--- config.mk ---
export PLATFORM = sky130hd
export DESIGN_NAME = hierarchical_tree_lock_manager_core
export DESIGN_NICKNAME = d
export VERILOG_FILES = /design/src/hdl/htlm_pkg.sv /design/src/hdl/htlm_ram.sv /design/src/hdl/htlm_regs.sv /design/src/hdl/htlm_ctrl.sv /design/src/hdl/htlm_dp.sv /design/src/hdl/hierarchical_tree_lock_manager_core.sv
export SDC_FILE = /design/constraint.sdc
export NUM_CORES = 2
export LEC_CHECK = 0
export BUFFER_PORTS_ARGS = -buffer_cell sky130_fd_sc_hd__buf_2
export CORE_MARGIN = 1
export CORE_UTILIZATION = 30
export DETAILED_ROUTE_END_ITERATION = 8
export PLACE_DENSITY = 0.51
export SYNTH_ARGS = -nofsm -noshare
export SYNTH_HDL_FRONTEND = slang
export SYNTH_SLANG_ARGS = --single-unit
--- constraint.sdc ---
create_clock -name clk_i -period 13.5 [get_ports clk_i]
set_clock_uncertainty 0.1 [all_clocks]
set_input_delay 0.675 -clock clk_i [delete_from_list [all_inputs] [get_ports clk_i]]
set_output_delay 0.675 -clock clk_i [all_outputs]
set_load 0.02 [all_outputs]
--- src/hdl/htlm_pkg.sv ---
// shared types, constants and helper functions for the tree lock manager
// no dependencies; imported by every module of the block but htlm_ram
package htlm_pkg;

  localparam int MAX_NODES  = 64;
  localparam int MAX_BRANCH = 8;
  localparam int NODE_W     = 6;
  localparam int USER_W     = 16;
  localparam int CNT_W      = 7;
  localparam int BR_W       = 4;
  localparam int LVL_W      = 10;
  localparam int ADDR_W     = 3;
  localparam int DATA_W     = 32;

  localparam logic [1:0] OP_LOCK    = 2'd0;
  localparam logic [1:0] OP_UNLOCK  = 2'd1;
  localparam logic [1:0] OP_UPGRADE = 2'd2;
  localparam logic [1:0] OP_NONE    = 2'd3;

  localparam logic REG_NODE_COUNT = 1'b0;
  localparam logic REG_BRANCH     = 1'b1;

  localparam logic [CNT_W-1:0] NODE_COUNT_RST = CNT_W'(64);
  localparam logic [BR_W-1:0]  BRANCH_RST     = BR_W'(2);

  typedef struct packed {
    logic [CNT_W-1:0] n;  // effective node count
    logic [BR_W-1:0]  m;  // effective branching factor
  } cfg_t;

  typedef struct packed {
    logic load;
    logic anc_step;
    logic desc_begin;
    logic desc_step;
    logic commit_lock;
    logic commit_unlock;
    logic set_res;
    logic res_val;
    logic emit;
  } cmd_t;

  typedef struct packed {
    logic       idx_ok;
    logic [1:0] op;
    logic       idx_locked;
    logic       cur_root;
    logic       par_locked;
    logic       first_out;
    logic       level_end;
    logic       next_out;
    logic       seen;
    logic       clean_now;
    logic       owner_match;
    logic       out_free;
  } sts_t;

  typedef struct packed {
    logic [NODE_W-1:0] lo;
    logic [NODE_W-1:0] hi;
    logic              out;  // level starts at or beyond the node count
  } lvl_t;

  // parent of a non-root node: (cur-1)/m by reciprocal multiply, m in 1..8
  function automatic logic [NODE_W-1:0] parent_of(logic [NODE_W-1:0] cur,
                                                  logic [BR_W-1:0] m);
    logic [NODE_W-1:0] v;
    logic [15:0]       p;
    logic [NODE_W-1:0] q;
    v = cur - NODE_W'(1);
    p = 16'd0;
    case (m)
      BR_W'(1): q = v;
      BR_W'(2): q = v >> 1;
      BR_W'(3): begin
        p = 16'(v) * 16'd43;
        q = p[12:7];
      end
      BR_W'(4): q = v >> 2;
      BR_W'(5): begin
        p = 16'(v) * 16'd205;
        q = p[15:10];
      end
      BR_W'(6): begin
        p = 16'(v) * 16'd43;
        q = p[13:8];
      end
      BR_W'(7): begin
        p = 16'(v) * 16'd147;
        q = p[15:10];
      end
      default: q = v >> 3;
    endcase
    return q;
  endfunction

  // children range of the level below [lo, hi], clipped to the node count
  function automatic lvl_t next_level(logic [NODE_W-1:0] lo, logic [NODE_W-1:0] hi,
                                      logic [BR_W-1:0] m, logic [CNT_W-1:0] n);
    logic [LVL_W-1:0] lo_n;
    logic [LVL_W-1:0] hi_n;
    logic [LVL_W-1:0] last;
    lvl_t             r;
    lo_n  = LVL_W'(lo) * LVL_W'(m) + LVL_W'(1);
    hi_n  = LVL_W'(hi) * LVL_W'(m) + LVL_W'(m);
    last  = LVL_W'(n) - LVL_W'(1);
    r.out = lo_n >= LVL_W'(n);
    r.lo  = lo_n[NODE_W-1:0];
    r.hi  = (hi_n > last) ? last[NODE_W-1:0] : hi_n[NODE_W-1:0];
    return r;
  endfunction

endpackage

--- src/hdl/htlm_ram.sv ---
// generic simple dual-port ram, one write and one registered read port
// no dependencies
module htlm_ram #(
  parameter int WIDTH = 16,
  parameter int DEPTH = 64
) (
  input  logic                     clk_i,
  input  logic                     we_i,
  input  logic [$clog2(DEPTH)-1:0] waddr_i,
  input  logic [WIDTH-1:0]         wdata_i,
  input  logic [$clog2(DEPTH)-1:0] raddr_i,
  output logic [WIDTH-1:0]         rdata_o
);

  logic [WIDTH-1:0] mem_q [DEPTH];
  logic [WIDTH-1:0] rdata_q;

  always_ff @(posedge clk_i) begin
    if (we_i) begin
      mem_q[waddr_i] <= wdata_i;
    end
    rdata_q <= mem_q[raddr_i];
  end

  assign rdata_o = rdata_q;

endmodule

--- src/hdl/htlm_regs.sv ---
// apb configuration registers: node count and branching factor
// depends on htlm_pkg; hands clamped values to the datapath
module htlm_regs import htlm_pkg::*; (
  input  logic              clk_i,
  input  logic              rst_ni,
  input  logic              psel,
  input  logic              penable,
  input  logic              pwrite,
  input  logic [ADDR_W-1:0] paddr,
  input  logic [DATA_W-1:0] pwdata,
  output logic [DATA_W-1:0] prdata,
  output logic              pready,
  output cfg_t              cfg_o
);

  logic [CNT_W-1:0] node_count_q, node_count_d;
  logic [BR_W-1:0]  branch_q, branch_d;
  logic             wr_en;

  assign pready = 1'b1;
  assign wr_en  = psel && penable && pwrite;

  always_comb begin
    node_count_d = node_count_q;
    branch_d     = branch_q;
    if (wr_en) begin
      if (paddr[2] == REG_NODE_COUNT) begin
        node_count_d = pwdata[CNT_W-1:0];
      end else begin
        branch_d = pwdata[BR_W-1:0];
      end
    end
  end

  always_ff @(posedge clk_i or negedge rst_ni) begin
    if (!rst_ni) begin
      node_count_q <= NODE_COUNT_RST;
      branch_q     <= BRANCH_RST;
    end else begin
      node_count_q <= node_count_d;
      branch_q     <= branch_d;
    end
  end

  assign prdata = (paddr[2] == REG_BRANCH) ? DATA_W'(branch_q) : DATA_W'(node_count_q);

  always_comb begin
    cfg_o.n = (node_count_q > CNT_W'(MAX_NODES)) ? CNT_W'(MAX_NODES) : node_count_q;
    if (branch_q == '0) begin
      cfg_o.m = BR_W'(1);
    end else if (branch_q > BR_W'(MAX_BRANCH)) begin
      cfg_o.m = BR_W'(MAX_BRANCH);
    end else begin
      cfg_o.m = branch_q;
    end
  end

endmodule

--- src/hdl/htlm_ctrl.sv ---
// request sequencer: range check, ancestor walk, subtree sweep, commit
// depends on htlm_pkg; drives the datapath through cmd_t, reads sts_t
module htlm_ctrl import htlm_pkg::*; (
  input  logic clk_i,
  input  logic rst_ni,
  input  logic in_valid_i,
  output logic in_stall_o,
  input  sts_t sts_i,
  output cmd_t cmd_o
);

  localparam logic [2:0] S_IDLE  = 3'd0;
  localparam logic [2:0] S_CHECK = 3'd1;
  localparam logic [2:0] S_ANC   = 3'd2;
  localparam logic [2:0] S_DESC  = 3'd3;
  localparam logic [2:0] S_DRAIN = 3'd4;
  localparam logic [2:0] S_UNLK  = 3'd5;
  localparam logic [2:0] S_DONE  = 3'd6;

  logic [2:0] state_q, state_d;
  logic       ok;

  assign in_stall_o = (state_q != S_IDLE);

  always_comb begin
    state_d = state_q;
    cmd_o   = '0;
    ok      = 1'b0;
    case (state_q)
      S_IDLE: begin
        if (in_valid_i) begin
          cmd_o.load = 1'b1;
          state_d    = S_CHECK;
        end
      end
      S_CHECK: begin
        if (!sts_i.idx_ok) begin
          cmd_o.set_res = 1'b1;
          state_d       = S_DONE;
        end else if (sts_i.op == OP_UNLOCK) begin
          // owner read of the target node is issued in this cycle
          if (sts_i.idx_locked) begin
            state_d = S_UNLK;
          end else begin
            cmd_o.set_res = 1'b1;
            state_d       = S_DONE;
          end
        end else if (sts_i.idx_locked) begin
          cmd_o.set_res = 1'b1;
          state_d       = S_DONE;
        end else begin
          state_d = S_ANC;
        end
      end
      S_ANC: begin
        if (sts_i.cur_root) begin
          if (sts_i.first_out) begin
            state_d = S_DRAIN;
          end else begin
            cmd_o.desc_begin = 1'b1;
            state_d          = S_DESC;
          end
        end else if (sts_i.par_locked) begin
          cmd_o.set_res = 1'b1;
          state_d       = S_DONE;
        end else begin
          cmd_o.anc_step = 1'b1;
        end
      end
      S_DESC: begin
        cmd_o.desc_step = 1'b1;
        if (sts_i.level_end && sts_i.next_out) begin
          state_d = S_DRAIN;
        end
      end
      S_DRAIN: begin
        // last owner compare of the sweep lands here
        if (sts_i.op == OP_LOCK) begin
          ok = !sts_i.seen;
        end else begin
          ok = sts_i.seen && sts_i.clean_now;
        end
        cmd_o.commit_lock = ok;
        cmd_o.set_res     = 1'b1;
        cmd_o.res_val     = ok;
        state_d           = S_DONE;
      end
      S_UNLK: begin
        cmd_o.commit_unlock = sts_i.owner_match;
        cmd_o.set_res       = 1'b1;
        cmd_o.res_val       = sts_i.owner_match;
        state_d             = S_DONE;
      end
      S_DONE: begin
        if (sts_i.out_free) begin
          cmd_o.emit = 1'b1;
          state_d    = S_IDLE;
        end
      end
      default: begin
        state_d = S_IDLE;
      end
    endcase
  end

  always_ff @(posedge clk_i or negedge rst_ni) begin
    if (!rst_ni) begin
      state_q <= S_IDLE;
    end else begin
      state_q <= state_d;
    end
  end

endmodule

--- src/hdl/htlm_dp.sv ---
// datapath: request latch, lock bits, owner ram, walk pointers, result word
// depends on htlm_pkg and htlm_ram; steered by the sequencer's cmd_t
module htlm_dp import htlm_pkg::*; (
  input  logic              clk_i,
  input  logic              rst_ni,
  input  cfg_t              cfg_i,
  input  cmd_t              cmd_i,
  output sts_t              sts_o,
  input  logic [1:0]        req_type_i,
  input  logic [NODE_W-1:0] node_index_i,
  input  logic [USER_W-1:0] user_id_i,
  input  logic              out_stall_i,
  output logic              out_valid_o,
  output logic              granted_o
);

  logic [1:0]           op_q;
  logic [NODE_W-1:0]    idx_q, cur_q, lo_q, hi_q, j_q;
  logic [USER_W-1:0]    user_q;
  logic                 seen_q, clean_q, pend_q, res_q;
  logic [MAX_NODES-1:0] mask_q, locked_q;
  logic                 out_valid_q, granted_q;

  logic [NODE_W-1:0] par;
  lvl_t              dn, dl;
  logic [USER_W-1:0] rdata;
  logic [NODE_W-1:0] raddr;
  logic              mismatch;

  assign par      = parent_of(cur_q, cfg_i.m);
  assign dn       = next_level(idx_q, idx_q, cfg_i.m, cfg_i.n);
  assign dl       = next_level(lo_q, hi_q, cfg_i.m, cfg_i.n);
  assign raddr    = cmd_i.desc_step ? j_q : idx_q;
  assign mismatch = pend_q && (rdata != user_q);

  htlm_ram #(
    .WIDTH (USER_W),
    .DEPTH (MAX_NODES)
  ) u_owner_ram (
    .clk_i   (clk_i),
    .we_i    (cmd_i.commit_lock),
    .waddr_i (idx_q),
    .wdata_i (user_q),
    .raddr_i (raddr),
    .rdata_o (rdata)
  );

  always_comb begin
    sts_o.idx_ok      = (CNT_W'(idx_q) < cfg_i.n) && (op_q != OP_NONE);
    sts_o.op          = op_q;
    sts_o.idx_locked  = locked_q[idx_q];
    sts_o.cur_root    = (cur_q == '0);
    sts_o.par_locked  = locked_q[par];
    sts_o.first_out   = dn.out;
    sts_o.level_end   = (j_q == hi_q);
    sts_o.next_out    = dl.out;
    sts_o.seen        = seen_q;
    sts_o.clean_now   = clean_q && !mismatch;
    sts_o.owner_match = (rdata == user_q);
    sts_o.out_free    = !out_valid_q || !out_stall_i;
  end

  // request word and walk registers
  always_ff @(posedge clk_i) begin
    if (mismatch) begin
      clean_q <= 1'b0;
    end
    if (cmd_i.load) begin
      op_q    <= req_type_i;
      idx_q   <= node_index_i;
      user_q  <= user_id_i;
      cur_q   <= node_index_i;
      seen_q  <= 1'b0;
      clean_q <= 1'b1;
      mask_q  <= '0;
    end
    if (cmd_i.anc_step) begin
      cur_q <= par;
    end
    if (cmd_i.desc_begin) begin
      lo_q <= dn.lo;
      hi_q <= dn.hi;
      j_q  <= dn.lo;
    end
    if (cmd_i.desc_step) begin
      if (locked_q[j_q]) begin
        seen_q      <= 1'b1;
        mask_q[j_q] <= 1'b1;
      end
      if (j_q == hi_q) begin
        lo_q <= dl.lo;
        hi_q <= dl.hi;
        j_q  <= dl.lo;
      end else begin
        j_q <= j_q + NODE_W'(1);
      end
    end
    if (cmd_i.set_res) begin
      res_q <= cmd_i.res_val;
    end
    if (cmd_i.emit) begin
      granted_q <= res_q;
    end
  end

  // lock bits, pending owner compare, output valid
  always_ff @(posedge clk_i or negedge rst_ni) begin
    if (!rst_ni) begin
      locked_q    <= '0;
      pend_q      <= 1'b0;
      out_valid_q <= 1'b0;
    end else begin
      pend_q <= cmd_i.desc_step && locked_q[j_q];
      if (cmd_i.commit_lock) begin
        // releases the swept locked descendants and takes the node
        locked_q <= (locked_q & ~mask_q) | (MAX_NODES'(1) << idx_q);
      end else if (cmd_i.commit_unlock) begin
        locked_q[idx_q] <= 1'b0;
      end
      if (cmd_i.emit) begin
        out_valid_q <= 1'b1;
      end else if (!out_stall_i) begin
        out_valid_q <= 1'b0;
      end
    end
  end

  assign out_valid_o = out_valid_q;
  assign granted_o   = granted_q;

endmodule

--- src/hdl/hierarchical_tree_lock_manager_core.sv ---
// Tree lock manager for a breadth-first complete m-ary tree of up to 64 nodes. One request
// word (operation, node, user) gives one result word (granted). A request is taken only
// when the block is idle; the previous result may still be waiting in the output register.
// Unlock goes from accept through the check state and the owner compare to the result
// state. Lock and upgrade walk the parent chain, one ancestor per step, then sweep the
// subtree one node per step, and end in a drain state for the owner ram's registered read.
// Ancestors and descendants never overlap. A refused range check, or a lock or upgrade of
// a locked target, goes from the check state straight to the result state. Registers:
// node_count at byte address 0, branching_factor at 4. Reset clears all lock bits at
// once; owners need no clearing pass.
// depends on htlm_pkg, htlm_regs, htlm_ctrl, htlm_dp and htlm_ram
module hierarchical_tree_lock_manager_core import htlm_pkg::*; (
  input  logic              clk_i,
  input  logic              rst_ni,
  input  logic              psel,
  input  logic              penable,
  input  logic              pwrite,
  input  logic [ADDR_W-1:0] paddr,
  input  logic [DATA_W-1:0] pwdata,
  output logic [DATA_W-1:0] prdata,
  output logic              pready,
  input  logic              in_valid_i,
  output logic              in_stall_o,
  input  logic [1:0]        req_type_i,
  input  logic [NODE_W-1:0] node_index_i,
  input  logic [USER_W-1:0] user_id_i,
  output logic              out_valid_o,
  input  logic              out_stall_i,
  output logic              granted_o
);

  cfg_t cfg;
  cmd_t cmd;
  sts_t sts;

  htlm_regs u_regs (
    .clk_i   (clk_i),
    .rst_ni  (rst_ni),
    .psel    (psel),
    .penable (penable),
    .pwrite  (pwrite),
    .paddr   (paddr),
    .pwdata  (pwdata),
    .prdata  (prdata),
    .pready  (pready),
    .cfg_o   (cfg)
  );

  htlm_ctrl u_ctrl (
    .clk_i      (clk_i),
    .rst_ni     (rst_ni),
    .in_valid_i (in_valid_i),
    .in_stall_o (in_stall_o),
    .sts_i      (sts),
    .cmd_o      (cmd)
  );

  htlm_dp u_dp (
    .clk_i        (clk_i),
    .rst_ni       (rst_ni),
    .cfg_i        (cfg),
    .cmd_i        (cmd),
    .sts_o        (sts),
    .req_type_i   (req_type_i),
    .node_index_i (node_index_i),
    .user_id_i    (user_id_i),
    .out_stall_i  (out_stall_i),
    .out_valid_o  (out_valid_o),
    .granted_o    (granted_o)
  );

endmodule
==> impl_metrics.tcl <==
set metrics [dict create \
    crit_chain "inv_1 > ha_1 > nor3b_2 > xnor2_2 > inv_1 > ha_1 > inv_1 > fa_1 > inv_1 > ha_1 > ha_1 > nand4_1 > or3_1 > o211ai_1 > mux2i_1 > a2111oi_2 > nand2_1 > nand2_1 > mux4_2 > a21oi_1 > a211oi_1 > a311oi_2 > nand3_2 > nand2_1" \
    cts_root_buf "clkbuf_16" \
    drive_above_1_share_pct 12.4 \
    synth_xor_xnor_area_share_pct 1.16 \
    hold_start "node_index_i[2]" \
    tns_ps 0 \
    dp_cells 7002 \
    vias 37600 \
    hold_violations 0 \
    arrival_ps 8940 \
    syn_area_sq_mm 0.0573 \
    ys_seq_area_share_pct 62.4 \
    ios 102 \
    worst-path-buf-inv 4 \
    grt_pass1_wl_mm 242 \
    synth_top_family_by_area "compound AO/OA/AOI/OAI gates" \
    maxSlewHeadroom_pct 17.8 \
    worstPathRequired_ps 13840 \
    drt-total-wl_mm 164 \
    chipHeight_um 439 \
    cts_max_path_buffers 3 \
    clock_latency_ps 780 \
    synth_area_per_cell_sq_um 12.4 \
    power_density_mw_per_mm2 202 \
    cpPeakStageDelay_ps 570 \
    nFillCells 18500 \
    maxSlewViolCount 0 \
    synthSimpleGateAreaFrac_pct 11.5 \
    synth-edff-count 1062 \
    dpl.hpwl_mm 95.1 \
    die_area_sq_mm 0.193 \
    multi_input_area_sq_mm 0.0202 \
    crit_type "register to register" \
    die-width_um 439 \
    worstSetupStartpointType "register" \
    post_dp_cell_area_sq_mm 0.0608 \
    nets 4912 \
    cts_tree "yes" \
    yosysWarnings 0 \
    synth_cells 4634 \
    grt_pass1_vias 36200 \
    ys_async_sr_fraction_pct 6.47 \
    p_leak_nw 22.2 \
    dr.pass1.iters 6 \
    fmax_mhz 116 \
    ant_nets 0 \
    drt_iter0_markers 3133 \
    tightest_slew_ps 1230 \
    cts_buffers 134 \
    antenna_found_initial 2 \
    finalInstanceArea_sq_mm 0.0653 \
    crit_start "u_dp.cur_q[0]" \
    slowest_stage "mux4_2" \
    core_sq_mm 0.190 \
    post_drt_via_cell_ratio 5.17 \
    h-tree-depth 4 \
    register_area_sq_mm 0.0358 \
    start_util_pct 30.2 \
    place_congestion 0.829 \
    path_delay_family "adder cells" \
    port_buffers 48 \
    worstReg2RegStart "u_dp.cur_q[0]" \
    end_kind "register" \
    yosysUniqueCellTypes 93 \
    hold_path_class "input port to register" \
    stdcell_count 7272 \
    post-route-util_pct 34.4 \
    clk_pin_slew_worst_paths_ps 60 \
    fin_crit_ps 8610 \
    grt_max_degree 177 \
    vdd_drop_max_uv 203 \
    grt_usage_pct 16.8 \
    status "finished clean" \
    synth_compound_area_share_pct 13.9 \
    post-cts-setup-buffers 0 \
    area_delta_synth_final_pct 13.8 \
    cts_sinks 1236 \
    num_rows 160 \
    wl_per_cell_um 22.6 \
    cp_max_fo 14 \
    ys_ff_latch 1236 \
    drv_cap 0 \
    drcViolationCount 0 \
    setup_viol 0 \
    synth.mux.area_fraction_pct 3.00 \
    grt_setup_unrepaired "false" \
    period_share_pct 63.8 \
    grt-ovfl-total 0 \
    ys.flop_type "edfxtp_1" \
    yosys.area_share.adder_pct 4.78 \
]
## worst register-to-register path, cell delays in order (launching register included)
cell	delay, ps
edfxtp_1	530
inv_1	290
ha_1	530
nor3b_2	490
xnor2_2	310
inv_1	330
ha_1	480
inv_1	90
fa_1	500
inv_1	50
ha_1	270
ha_1	290
nand4_1	110
or3_1	380
o211ai_1	420
mux2i_1	260
a2111oi_2	440
nand2_1	120
nand2_1	360
mux4_2	580
a21oi_1	160
a211oi_1	120
a311oi_2	520
nand3_2	290
nand2_1	290
## synth_stat cells (39+ instances only)
master | count | area, sq um
a211oi_1 | 380 | 2850
and2_1 | 286 | 1790
a21oi_1 | 176 | 881
o21ai_0 | 70 | 350
a31oi_1 | 138 | 863
xor2_1 | 40 | 350
a31o_2 | 66 | 578
nor2_1 | 136 | 510
nand3_1 | 39 | 195
inv_1 | 113 | 424
nand2_1 | 790 | 2970
ha_1 | 156 | 1950
a22o_1 | 50 | 438
dfrtp_1 | 78 | 1950
clkbuf_1 | 288 | 1080
dfxtp_1 | 94 | 1880
mux2i_1 | 60 | 601
fa_1 | 39 | 781
a311oi_1 | 132 | 1160
edfxtp_1 | 1062 | 31900
## final cells by class
class                   instances  area share (%)
flip-flops and latches       1236            54.8
multi-input cells            2963            30.9
repair buffers                202            2.33
diodes                          2         0.00767
inverters                     114           0.663
clock inverters                58           0.822
clock buffers                 186            5.68
well taps                    2511            4.81
## flip-flops by register name (all words and copies together), names as in the netlist, 3 cells and up
| signal | count |
|---|---|
| u_dp.u_owner_ram.mem_q | 1024 |
| u_dp.locked_q | 64 |
| u_dp.mask_q | 64 |
| u_dp.u_owner_ram.rdata_o | 16 |
| u_dp.user_q | 16 |
| u_regs.node_count_q | 7 |
| u_dp.cur_q | 6 |
| u_dp.hi_q | 6 |
| u_dp.idx_q | 6 |
| u_dp.j_q | 6 |
| u_dp.lo_q | 6 |
| u_regs.branch_q | 4 |
| u_ctrl.state_q | 3 |
## report_power, final
part | leakage [nW] | switching (W) | internal [W]
combinational | 8.79 | 0.00326 | 0.00181
sequential | 11.4 | 0.000162 | 0.00438
clock | 2.07 | 0.00155 | 0.00202
## final timing paths
path | endpoint | slack (ps) | cells after the start
max | u_dp.cur_q[1] | 4890 | 24
min reg2reg | u_dp.mask_q[62] | 360 | 2
max in group asynchronous | u_dp.locked_q[47] | 11800 | 3
max reg2reg | u_dp.cur_q[1] | 4890 | 24
min | u_dp.idx_q[2] | 50 | 1
min in group asynchronous | u_dp.out_valid_o | 190 | 2
## metrics by stage
| step | power, W | hold slack (ps) | worst slack, ps |
|---|---|---|---|
| floorplan | 0.00817 | 279 | 6800 |
| global placement | 0.00964 | 338 | 5040 |
| detailed placement | 0.00968 | 342 | 5030 |
| CTS | 0.0133 | 9.23 | 5000 |
| global route | 0.0140 | 25.2 | 4370 |
| finish | 0.0132 | 52.5 | 4890 |
## layer usage
layer  part of all wire [%]  global-route usage [%]  vias to the layer above
met3                    5.3                    2.66                      222
met2                     47                    27.0                      984
met1                     45                    22.9                    19000
met4                    2.8                    5.54                        0
met5                      0                       0                        -
li1                       -                       -                    17400
## layout by cell type (no fill, tap or decap), types with 78 or more instances in the layout
cell type / netlist / routed
edfxtp_1: 1062 / 1062
ha_1: 156 / 156
dfxtp_1: 94 / 94
a21oi_1: 176 / 176
clkbuf_16: 0 / 139
a311oi_1: 132 / 132
dfrtp_1: 78 / 78
nand2_1: 790 / 789
inv_1: 113 / 113
a211oi_1: 380 / 380
buf_4: 27 / 126
and2_1: 286 / 286
a31oi_1: 138 / 138
## logic make-up (layout without fill, tap and decap cells)
logic type	Yosys count	count (layout)
fa+ha+maj	196	196
other cells	2	28
buf+inv	459	560
simple gates	1423	1423
flops	1236	1236
compound gates	1118	1118
mux	125	125
xor+xnor	75	75
## what timing repair did
| action | 4_1_cts | 5_1_grt |
|---|---|---|
| hold endpoints to repair | 35 | 0 |
| hold buffers | 24 | 0 |
| resized for setup | 0 | 0 |
No activity file was read; power rests on OpenSTA's default activity.
